===== src/box_blur_edge_clamped_top_macros.svh =====
// Assertion macros used by the box blur top level.
`ifndef BOX_BLUR_EDGE_CLAMPED_TOP_MACROS_SVH
`define BOX_BLUR_EDGE_CLAMPED_TOP_MACROS_SVH

// Same-cycle implication, disabled during reset.
`define BBE_ASSERT_IMP(lbl, clk, rst_n, ante, cons, msg) \
  lbl: assert property (@(posedge clk) disable iff (!rst_n) (ante) |-> (cons)) else $error(msg);

// Next-cycle implication, disabled during reset.
`define BBE_ASSERT_NXT(lbl, clk, rst_n, ante, cons, msg) \
  lbl: assert property (@(posedge clk) disable iff (!rst_n) (ante) |=> (cons)) else $error(msg);

`endif


===== src/bbe_pkg.sv =====
// Package with constants and types of the box blur block.
`timescale 1ns / 1ps
package bbe_pkg;

  localparam int MAX_WIDTH_DEF  = 1024;
  localparam int MAX_HEIGHT_DEF = 1024;
  localparam int MAX_RADIUS_DEF = 20;
  localparam int NUM_CH         = 4;

  localparam logic [4:0]  RADIUS_RST = 5'd8;
  localparam logic [10:0] WIDTH_RST  = 11'd1024;
  localparam logic [10:0] HEIGHT_RST = 11'd1024;

  typedef enum logic [1:0] {
    CFG_RADIUS = 2'd0,
    CFG_WIDTH  = 2'd1,
    CFG_HEIGHT = 2'd2
  } cfg_idx_e;

  typedef enum logic [2:0] {
    ST_IDLE,
    ST_SETUP,
    ST_WIN,
    ST_LAST,
    ST_DSTART,
    ST_DIV,
    ST_HOLD
  } state_e;

endpackage


===== src/bbe_div.sv =====
// Iterative restoring divider for the four channel sums, one quotient bit per cycle.
`timescale 1ns / 1ps
module bbe_div #(
  parameter int SUM_W = 19,
  parameter int NW    = 11
) (
  input  logic                                  clk_i,
  input  logic                                  rst_ni,
  input  logic                                  start_i,
  input  logic [bbe_pkg::NUM_CH-1:0][SUM_W-1:0] dividend_i,
  input  logic [NW-1:0]                         divisor_i,
  output logic                                  done_o,
  output logic [bbe_pkg::NUM_CH-1:0][7:0]       quot_o
);

  localparam int CNTW = $clog2(SUM_W + 1);

  logic                                  busy_q;
  logic                                  done_q;
  logic [CNTW-1:0]                       cnt_q;
  logic [bbe_pkg::NUM_CH-1:0][NW-1:0]    rem_q;
  logic [bbe_pkg::NUM_CH-1:0][SUM_W-1:0] quo_q;
  logic [bbe_pkg::NUM_CH-1:0][NW-1:0]    rem_d;
  logic [bbe_pkg::NUM_CH-1:0][SUM_W-1:0] quo_d;
  logic [NW:0]                           trial;

  always_comb begin
    for (int c = 0; c < bbe_pkg::NUM_CH; c++) begin
      trial = {rem_q[c], quo_q[c][SUM_W-1]};
      if (trial >= {1'b0, divisor_i}) begin
        rem_d[c] = NW'(trial - {1'b0, divisor_i});
        quo_d[c] = {quo_q[c][SUM_W-2:0], 1'b1};
      end else begin
        rem_d[c] = trial[NW-1:0];
        quo_d[c] = {quo_q[c][SUM_W-2:0], 1'b0};
      end
    end
  end

  always_ff @(posedge clk_i or negedge rst_ni) begin
    if (!rst_ni) begin
      busy_q <= 1'b0;
      done_q <= 1'b0;
      cnt_q  <= '0;
    end else begin
      done_q <= 1'b0;
      if (start_i) begin
        busy_q <= 1'b1;
        cnt_q  <= '0;
      end else if (busy_q) begin
        cnt_q <= cnt_q + 1'b1;
        if (cnt_q == CNTW'(SUM_W - 1)) begin
          busy_q <= 1'b0;
          done_q <= 1'b1;
        end
      end
    end
  end

  always_ff @(posedge clk_i) begin
    if (start_i) begin
      rem_q <= '0;
      quo_q <= dividend_i;
    end else if (busy_q) begin
      rem_q <= rem_d;
      quo_q <= quo_d;
    end
  end

  always_comb begin
    for (int c = 0; c < bbe_pkg::NUM_CH; c++) begin
      quot_o[c] = quo_q[c][7:0];
    end
  end

  assign done_o = done_q;

endmodule


===== config.mk =====
export PLATFORM = sky130hd
export DESIGN_NAME = bbe_div
export DESIGN_NICKNAME = d
export VERILOG_FILES = /design/src/box_blur_edge_clamped_top_macros.svh /design/src/bbe_pkg.sv /design/src/bbe_div.sv
export SDC_FILE = /design/constraint.sdc
export NUM_CORES = 1
export LEC_CHECK = 0
export BUFFER_PORTS_ARGS = -buffer_cell sky130_fd_sc_hd__buf_2
export CELL_PAD_IN_SITES_DETAIL_PLACEMENT = 0
export CELL_PAD_IN_SITES_GLOBAL_PLACEMENT = 1
export CORE_MARGIN = 10
export CORE_UTILIZATION = 45
export CTS_CLUSTER_DIAMETER = 50
export CTS_CLUSTER_SIZE = 16
export DETAILED_ROUTE_END_ITERATION = 10
export GPL_TIMING_DRIVEN = 0
export PLACE_DENSITY_LB_ADDON = 0.1
export SKIP_CTS_REPAIR_TIMING = 1
export SLEW_MARGIN = 25
export SYNTH_ARGS = -nofsm -noshare
export SYNTH_HDL_FRONTEND = slang
export SYNTH_SLANG_ARGS = --single-unit
export TNS_END_PERCENT = 50

===== constraint.sdc =====
create_clock -name clk_i -period 3.6 [get_ports clk_i]
set_input_delay 0.72 -clock clk_i [delete_from_list [all_inputs] [get_ports clk_i]]
set_output_delay 0.72 -clock clk_i [all_outputs]
set_load 0.02 [all_outputs]

# Word-level counts from Yosys, hierarchy flattened
# Cells that the tools add are included.
[op_classes] addsub=5 n_lt_le_gt_ge=4 n_eq_ne=1 muxes=18 reduce_logical=1
[op_table] operator="$mux W76" n=2
[op_table] operator="$ge A12 B11 Y1" n=4
[op_table] operator="$mux W11" n=4
[op_table] operator="$sub A11 B11 Y11" n=4
[op_table] operator="$mux W1" n=10
[op_table] operator="$mux W5" n=2
[op_table] operator="$add A5 B1 Y5 const B" n=1
[op_table] operator="$eq A5 B5 Y1 const B" n=1
[op_table] operator="$reduce_bool A2 Y1" n=1
[word_totals] register_bits=127 out_inout_bits=33 wordCells=40

# Longest topological paths before layout
# Gate-level depths: netlist of run 1.
[logic_depth] depth_word=4 ltp_mapped=11 depth_no_buf=9

# Worst setup path after synthesis of run 1
# No wires, ideal clock.
[synth_timing] kind="in2reg" from="input port start_i" to="register quo_q[10] (netlist name), enable pin" setup_time_ps=430 arrival_time_ps=2644 t_required_ps=3170 setup_slack_ps=526 cell_stages=4 n_path_buf=2 cell_sequence="clkbuf_1 nor2_1 clkbuf_1 inv_1"
[synth_between] elab_chain_len=1
[synth_lines] element="start: declaration" line_no="bbe_div.sv:9" source="input logic start_i,"
[synth_lines] element="$reduce_bool A2 Y1 (no line)"
[synth_lines] element="end signal: assignment" line_no="bbe_div.sv:63" source="quo_q <= dividend_i;"
[synth_lines] element="end signal: assignment" line_no="bbe_div.sv:66" source="quo_q <= quo_d;"
[synth_lines] element="end: declaration" line_no="bbe_div.sv:22" source="logic [bbe_pkg::NUM_CH-1:0][SUM_W-1:0] quo_q;"
# No other way between the ends.
# A chain may end at the register's enable or synchronous reset.

# Worst setup path after layout of run 1
[layout_timing] from="input port divisor_i[2]" to="register quo_q (netlist bit quot_o[16]), data pin"
[layout_between] elab_chain_len=4
[layout_lines] element="start: declaration" line_no="bbe_div.sv:11" source="input logic [NW-1:0] divisor_i,"
[layout_lines] element="$ge A12 B11 Y1" line_no="bbe_div.sv:30" source="if (trial >= {1'b0, divisor_i}) begin"
[layout_lines] element="$mux W1" line_no="bbe_div.sv:30"
[layout_lines] element="$mux W76" line_no="bbe_div.sv:64" source="end else if (busy_q) begin"
[layout_lines] element="$mux W76" line_no="bbe_div.sv:61" source="if (start_i) begin"
# No other way between the ends. The select of a mux whose other input is x is not followed.

==> metrics.yaml, run 1 <==
max_slew_margin_pct: 44.0
core-area_mm2: 0.0174
clock_path_buffers: 2
synth_top_area_share_pct: 28.6
path_class: "input pin to flip-flop"
vias: 6361
power_density_mw_per_mm2: 570
netlist_instances: 767
grt_pass1_wl_um: 34400
finalSetupViolCount: 0
skew_ns: 0.0107
ys_seq_elements: 127
synth_ff_type: "edfxtp_1"
root_buffer: "clkbuf_16"
vdd_drop_max_uv: 431
cts_made_buffers: 17
cts_tree: "built"
rows: 48
cts_sinks: 127
grt_start_max_net_pins: 44
synth.most_common_cell: "edfxtp_1"
die_h_um: 153
io_buffers: 121
r2r_cells: 10
synth_nets: 907
drv_slew: 0
internal-power_w: 0.00355
clkPwrFrac_pct: 31.3
syn_avg_cell_area_um2: 10.4
finalHoldViolCount: 0
antenna_found_initial: 7
die_area_mm2: 0.0234
fp.dieW_um: 153
gp_congestion: 0.880
swShare_pct: 34.1
wl_per_cell_um: 19.1
fmax_mhz: 337
grt-ovfl-total: 0
vias_per_cell: 5.55
rsz0062_at_grt: "no"
final-seq-area_mm2: 0.00334
grt_pass1_vias: 6522
timing.rr.end: "quot_o[16]$_DFFE_PP_"
grt_use_total_pct: 18.2
setup.worst_path.end_class: "flip-flop"
areaGrowthSynthToFinish_pct: 18.6
power_frac_seq_pct: 35.9
arrival_ns: 3.15
layout-drive-gt1-share_pct: 31.4
period_needed_ns: 2.97
drtIter0Drc: 326
synth_edf_count: 76
multi_input_area_mm2: 0.00408
drv_cap: 0
ys_types: 72
cp-start-kind: "input pin"
htreeDepth: 4
async_reset_ff_share_pct: 5.51
fin_util_pct: 54.5
initial_core_util_pct: 45.9
yosysWarnings: 0
dr.pass1.iters: 5
detail-route-antenna-nets: 0
tightestPinTransition_ns: 0.837
power.switching_w: 0.00184
fin_crit_sh_pct: 82.5
worst_ep_required_time_ns: 3.78
drc: 0
syn_area_mm2: 0.00797
setup_tns_ns: 0
path_clk_slew_ns: 0.06
dp_hpwl_um: 16200
postPlaceCellArea_mm2: 0.00888
outcome: "finished clean"
clkLatencyLatePin_ns: 0.42
crit_fanout: 10
p_leak_nw: 4.04
routed_wirelength_um: 21900
yosys.area.top_type: "edfxtp_1"
synth.yosys.seq_area_share_pct: 41.9
comb_power_share_pct: 32.9
design_area_mm2: 0.00945
synth_area_leaders: "edfxtp_1, dfxtp_1, mux2_2, ha_1, nor2_1"
top_level_ports: 123
worstHoldPathType: "input pin to async pin"
finalNetCount: 1048
r2r_setup_slack_ns: 0.83
synth_common_cells: "edfxtp_1, mux2_2, nor2_1"
n_fill_cell: 1561
r2r-start: "quo_q[56]$_DFFE_PP_"
fin_hold_ws_ns: 0.127
## worst max-delay path by stage
| stage | cells past startpoint | to | slack [ns] | startpoint |
|---|---|---|---|---|
| after floorplan | 4 | quo_q[10]$_DFFE_PP_ | 0.53 | start_i |
| after global placement | 4 | quo_q[69]$_DFFE_PP_ | -0.41 | start_i |
| after detailed placement | 10 | quot_o[16]$_DFFE_PP_ | 0.25 | divisor_i[2] |
| after CTS | 10 | quot_o[16]$_DFFE_PP_ | 0.69 | divisor_i[2] |
| after global routing | 10 | quot_o[16]$_DFFE_PP_ | 0.56 | divisor_i[2] |
| final | 10 | quot_o[16]$_DFFE_PP_ | 0.63 | divisor_i[2] |
## stage by stage
step	power, W	setup WS (ns)	instances
global placement	0.00366	-0.406	1113
finish	0.00538	0.629	1147
global route	0.00568	0.558	1146
detailed placement	0.00370	0.246	1114
CTS	0.00540	0.688	1146
floorplan	0.00325	0.526	767
## metal layers
layer | GRT usage [%] | vias to the layer above | routed length (um)
met5 | 0 | - | 56
li1 | - | 3097 | -
met3 | 7.35 | 32 | 1810
met2 | 29.4 | 183 | 10100
met4 | 4.31 | 10 | 289
met1 | 22.1 | 3039 | 9650
## layout by cell type (no fill, tap or decap), types with 4 or more instances in the layout
cell / n
buf_2: 123
edfxtp_1: 76
mux2_2: 75
nor2_1: 72
nand2_1: 48
ha_1: 46
dfxtp_1: 44
inv_1: 33
buf_4: 32
a21oi_1: 28
clkbuf_1: 26
o21ai_0: 26
a211oi_1: 19
xnor2_1: 19
clkbuf_16: 17
nand2b_1: 14
nand4_1: 14
mux2i_1: 13
o211ai_1: 10
nor3_1: 10
a21o_1: 9
nand3_1: 9
or3_1: 8
o21a_1: 8
a311oi_1: 8
and2_1: 7
nor2b_1: 7
dfrtp_1: 7
xor2_1: 6
buf_1: 5
inv_6: 5
o31a_1: 4
o31ai_1: 4
a211oi_2: 4
a31oi_1: 4
a41oi_1: 4
fa_1: 4
## power by group through the flow
stage | logic, W | registers (W) | clock network, W
finish | 0.00177 | 0.00193 | 0.00168
detailed placement | 0.00175 | 0.00196 | 0
global placement | 0.00171 | 0.00195 | 0
CTS | 0.00176 | 0.00193 | 0.00171
floorplan | 0.00135 | 0.00190 | 0
global route | 0.00195 | 0.00196 | 0.00177
## worst max-delay path: stages
cell and delay [ns]:
buf_2 0.10, inv_1 0.26, ha_1 0.34, nor2b_2 0.20
o31ai_2 0.26, a31oi_2 0.19, o2111ai_2 0.35, buf_2 0.29
nand2_1 0.14, mux2_2 0.29
## layout make-up
cell class	count	area share, %
sequential	127	35.3
clock inverter	13	1.35
timing repair buffer	122	6.62
multi-input combinational	536	43.2
buffer	69	4.45
tap	225	2.98
inverter	35	1.42
antenna	1	0.0265
clock buffer	19	4.69
## cell families (layout without fill, tap and decap cells)
logic type | after synthesis | in the layout | synth area share [%]
AO/OA/AOI/OAI | 166 | 166 | 15.5
multiplexers | 88 | 88 | 12.2
other | 0 | 1 | 0
flip-flops | 127 | 127 | 41.9
adder cells (fa/ha/maj) | 50 | 50 | 8.23
XOR/XNOR | 25 | 25 | 2.75
buffers and inverters | 104 | 258 | 6.92
AND/OR/NAND/NOR | 207 | 207 | 12.5
## sequential cells by signal, summed over array words and instances (netlist names)
name	cells
quo_q	44
rem_q	44
quot_o	32
cnt_q	5
busy_q	1
done_o	1
No activity file was read; power rests on OpenSTA's default activity.
==> run 2: changes to the inputs <==
--- a/config.mk
+++ b/config.mk
@@ -9,7 +9,7 @@
 export CELL_PAD_IN_SITES_DETAIL_PLACEMENT = 0
 export CELL_PAD_IN_SITES_GLOBAL_PLACEMENT = 1
 export CORE_MARGIN = 10
-export CORE_UTILIZATION = 45
+export CORE_UTILIZATION = 41
 export CTS_CLUSTER_DIAMETER = 50
 export CTS_CLUSTER_SIZE = 16
 export DETAILED_ROUTE_END_ITERATION = 10
==> constraint.sdc (replaced) <==
create_clock -name clk_i -period 2.6 [get_ports clk_i]
set_input_delay 0.52 -clock clk_i [delete_from_list [all_inputs] [get_ports clk_i]]
set_output_delay 0.52 -clock clk_i [all_outputs]
set_load 0.02 [all_outputs]
==> metrics.yaml, run 2 (synthesis gave the netlist of run 1 again) <==
cts_tree: "built"
wl_per_cell_um: 19.4
grt_use_total_pct: 17.8
skew_ns: 0.00808
arrival_ns: 2.84
p_leak_nw: 4.12
cp-start-kind: "flip-flop"
setup.worst_path.end_class: "flip-flop"
dp_hpwl_um: 16600
grt_start_max_net_pins: 29
grt-ovfl-total: 0
design_area_mm2: 0.00977
vdd_drop_max_uv: 447
vias_per_cell: 5.47
grt_pass1_wl_um: 36000
gp_congestion: 0.862
path_clk_slew_ns: 0.06
areaGrowthSynthToFinish_pct: 22.7
dr.pass1.iters: 5
finalNetCount: 1058
max_slew_margin_pct: 42.6
drc: 0
fp.dieW_um: 159
fmax_mhz: 396
drtIter0Drc: 316
crit_fanout: 8
tightestPinTransition_ns: 0.861
rows: 50
top_level_ports: 123
clock_path_buffers: 2
vias: 6531
die_area_mm2: 0.0254
antenna_found_initial: 7
hold_path_depth: 3
die_h_um: 159
finalHoldViolCount: 0
final_cell_mix: "buf_2, edfxtp_1, mux2_2"
core-area_mm2: 0.0189
rsz0062_at_grt: "yes"
path_cells: "inv_1 -> ha_1 -> fa_2 -> nor2b_4 -> o31ai_4 -> a31oi_4 -> o2111ai_4 -> and2_1 -> buf_2 -> a2111oi_4"
period_needed_ns: 2.52
grt_pass1_vias: 6563
setup_tns_ns: 0
place_ws_ns: -0.701
finalSetupViolCount: 0
path_class: "flip-flop to flip-flop"
cp_num_cells: 10
htreeDepth: 4
drv_cap: 0
mostFrequentLayoutCell: "buf_2"
cts_sinks: 127
io_buffers: 121
root_buffer: "clkbuf_16"
clkLatencyLatePin_ns: 0.43
worst_ep_required_time_ns: 2.92
detail-route-antenna-nets: 0
outcome: "finished clean"
drv_slew: 0
initial_core_util_pct: 42.2
power_density_mw_per_mm2: 788
routed_wirelength_um: 23100
r2r_cells: 10
crit_slowest_cell: "fa_2"
cts_made_buffers: 17
layout-drive-gt1-share_pct: 34.0
cp.buffers_inverters: 2
fin_crit_sh_pct: 97.0
finalWorstSetupSlack_ns: 0.0768
cpLargestDelayFamily: "compound AO/OA/AOI/OAI gates"
postPlaceCellArea_mm2: 0.00895
fin_hold_ws_ns: 0.382
worstHoldPathType: "input pin to flip-flop"
critPathMaxStageDelay_ns: 0.38
-- run 2: cell count changes in the layout (fill, tap and decap cells not counted), moves of 3 or more --
cell	change
nand2b_1	-3
fa_2	+3
a21oi_4	+3
a21oi_1	-3
fa_1	-3
buf_4	+7
nand2b_4	+3
-- run 2: metal layers --
metal / routed length, um / global-route usage, % / vias to the layer above
met1: 10000 / 21.9 / 3140
met2: 10400 / 27.2 / 210
met5: 60 / 0 / -
li1: - / - / 3124
met3: 2030 / 7.28 / 47
met4: 592 / 6.70 / 10
-- run 2: path summary, 6_finish.rpt --
path	start	to	slack [ns]
setup / recovery	quo_q[56]$_DFFE_PP_	rem_q[26]$_SDFFE_PP0P_	0.08
hold / removal	dividend_i[57]	quot_o[24]$_DFFE_PP_	0.38
setup reg to reg	quo_q[56]$_DFFE_PP_	rem_q[26]$_SDFFE_PP0P_	0.08
hold reg to reg	rem_q[35]$_SDFFE_PP0P_	rem_q[35]$_SDFFE_PP0P_	0.48
max in group asynchronous	rst_ni	cnt_q[4]$_DFFE_PN0P_	2.00
min in group asynchronous	rst_ni	busy_q$_DFF_PN0_	0.45
-- run 2: layout make-up --
class / count / area [um^2]
timing repair buffer: 131 / 716
tap: 260 / 325
sequential: 127 / 3340
clock inverter: 14 / 121
antenna: 2 / 5.00
buffer: 69 / 429
inverter: 35 / 143
clock buffer: 18 / 429
fill: 1782 / 9120
multi-input combinational: 537 / 4270
-- run 2: worst min-delay path: cells and delay by family --
| kind | cells | cell delay [ns] |
|---|---|---|
| compound gates | 1 | 0.06 |
| buf+inv | 1 | 0.08 |
| simple gates | 1 | 0.04 |
-- run 2: per-stage QoR --
step / power (W) / instances / util [%]
5_1_grt: 0.00813 / 1191 / 51.7
3_3_place_gp: 0.00509 / 1148 / 47.1
2_1_floorplan: 0.00450 / 767 / -
6_report: 0.00770 / 1193 / 51.7
3_5_place_dp: 0.00515 / 1150 / 47.4
4_1_cts: 0.00749 / 1182 / 50.3
-- run 2: power breakdown --
| part | switching [W] | total [W] | internal (W) |
|---|---|---|---|
| Combinational | 0.00151 | 0.00272 | 0.00120 |
| Sequential | 0.000218 | 0.00269 | 0.00247 |
| Clock | 0.00105 | 0.00230 | 0.00125 |
==> run 3: changes to the inputs <==
--- a/config.mk
+++ b/config.mk
@@ -5,7 +5,7 @@
 export SDC_FILE = /design/constraint.sdc
 export NUM_CORES = 1
 export LEC_CHECK = 0
-export BUFFER_PORTS_ARGS = -buffer_cell sky130_fd_sc_hd__buf_2
+export BUFFER_PORTS_ARGS = -buffer_cell sky130_fd_sc_hd__buf_4
 export CELL_PAD_IN_SITES_DETAIL_PLACEMENT = 0
 export CELL_PAD_IN_SITES_GLOBAL_PLACEMENT = 1
 export CORE_MARGIN = 10
==> metrics.yaml, run 3 (synthesis gave the netlist of run 1 again) <==
routed_wirelength_um: 22900
layout-drive-gt1-share_pct: 33.9
cts_sinks: 127
htreeDepth: 4
path_class: "flip-flop to flip-flop"
cp-start-kind: "flip-flop"
cts_made_buffers: 17
drv_slew: 0
path_clk_slew_ns: 0.06
antenna_found_initial: 0
outcome: "finished clean"
mostFrequentLayoutCell: "buf_4"
vias: 6481
power_density_mw_per_mm2: 768
final_cell_mix: "buf_4, edfxtp_1, mux2_2"
rows: 50
drtIter0Drc: 332
finalHoldViolCount: 0
detail-route-antenna-nets: 0
skew_ns: 0.00938
final_cells: 1194
fin_hold_ws_ns: 0.379
dr.pass1.iters: 4
placedCellCount: 1151
rsz0062_at_grt: "yes"
grt_start_max_net_pins: 22
fp.dieW_um: 159
core-area_mm2: 0.0189
finalNetCount: 1061
vdd_drop_max_uv: 480
grt-ovfl-total: 0
fmax_mhz: 393
crit_fanout: 6
wl_per_cell_um: 19.1
clkLatencyLatePin_ns: 0.43
period_needed_ns: 2.55
vias_per_cell: 5.43
io_buffers: 121
top_level_ports: 123
setup.worst_path.end_class: "flip-flop"
grt_pass1_wl_um: 35700
root_buffer: "clkbuf_16"
die_h_um: 159
setup_tns_ns: 0
drv_cap: 0
postPlaceCellArea_mm2: 0.00929
cts_tree: "built"
areaGrowthSynthToFinish_pct: 26.4
drc: 0
worstHoldPathType: "input pin to flip-flop"
initial_core_util_pct: 42.2
grt_use_total_pct: 17.6
max_slew_margin_pct: 47.3
arrival_ns: 2.87
tightestPinTransition_ns: 0.787
dp_hpwl_um: 16800
fin_crit_sh_pct: 98.0
p_leak_nw: 4.25
die_area_mm2: 0.0254
design_area_mm2: 0.0101
worst_ep_required_time_ns: 2.92
gp_congestion: 0.849
clock_path_buffers: 2
grt_pass1_vias: 6655
finalSetupViolCount: 0
diodes: 0
==> run 3: cell count changes in the layout (fill, tap and decap cells not counted), sizes merged <==
cell / delta
clkbuf: +1
inv: +2
buf: +2
diode: -2
clkinvlp: -1
o2111a: -1
==> run 3: layer usage <==
layer  share of wire, %  GRT usage, %  up-vias
met3                9.0          7.54       30
met2                 46          27.2      187
met4                2.4          7.08        0
met1                 43          21.0     3140
met5                  0             0        -
li1                   -             -     3124
==> run 3: worst max-delay path, cell delays in order (launching register included) <==
cell	delay, ns
edfxtp_1	0.45
inv_2	0.10
ha_4	0.13
fa_2	0.21
nand2b_4	0.15
a21oi_4	0.07
o2111a_1	0.28
o2111a_2	0.31
buf_4	0.15
or4_1	0.49
o311ai_1	0.10
==> run 3: layout make-up <==
| class | instances | area (um^2) |
|---|---|---|
| Buffer | 69 | 432 |
| Clock buffer | 17 | 425 |
| Clock inverter | 15 | 143 |
| Fill cell | 1765 | 8820 |
| Inverter | 35 | 143 |
| Multi-Input combinational cell | 536 | 4190 |
| Sequential cell | 127 | 3340 |
| Tap cell | 260 | 325 |
| Timing Repair Buffer | 135 | 1080 |
==> run 3: final timing paths <==
| path | startpoint | to | slack (ns) | cells past startpoint |
|---|---|---|---|---|
| worst min register to register | rem_q[35]$_SDFFE_PP0P_ | rem_q[35]$_SDFFE_PP0P_ | 0.50 | 2 |
| worst max-delay path | quo_q[37]$_DFFE_PP_ | rem_q[11]$_SDFFE_PP0P_ | 0.05 | 10 |
| worst max register to register | quo_q[37]$_DFFE_PP_ | rem_q[11]$_SDFFE_PP0P_ | 0.05 | 10 |
| worst min-delay path | dividend_i[57] | quot_o[24]$_DFFE_PP_ | 0.38 | 3 |
| min in group asynchronous | rst_ni | busy_q$_DFF_PN0_ | 0.44 | 2 |
| max in group asynchronous | rst_ni | cnt_q[4]$_DFFE_PN0P_ | 2.04 | 2 |
==> run 3: stage by stage <==
stage	power, W	utilization, %	worst slack (ns)
2_1_floorplan	0.00450	-	0.0678
3_3_place_gp	0.00516	48.7	-0.764
3_5_place_dp	0.00522	49.2	-0.650
4_1_cts	0.00759	52.2	-0.178
5_1_grt	0.00817	53.3	-0.0322
6_report	0.00774	53.3	0.0524
==> run 3: power by group <==
part           internal (W)  switching, W  leakage [nW]  total (W)
combinational       0.00125       0.00147          2.72    0.00272
clock               0.00127       0.00107         0.280    0.00234
sequential          0.00247      0.000212          1.26    0.00268
total               0.00499       0.00274          4.25    0.00774
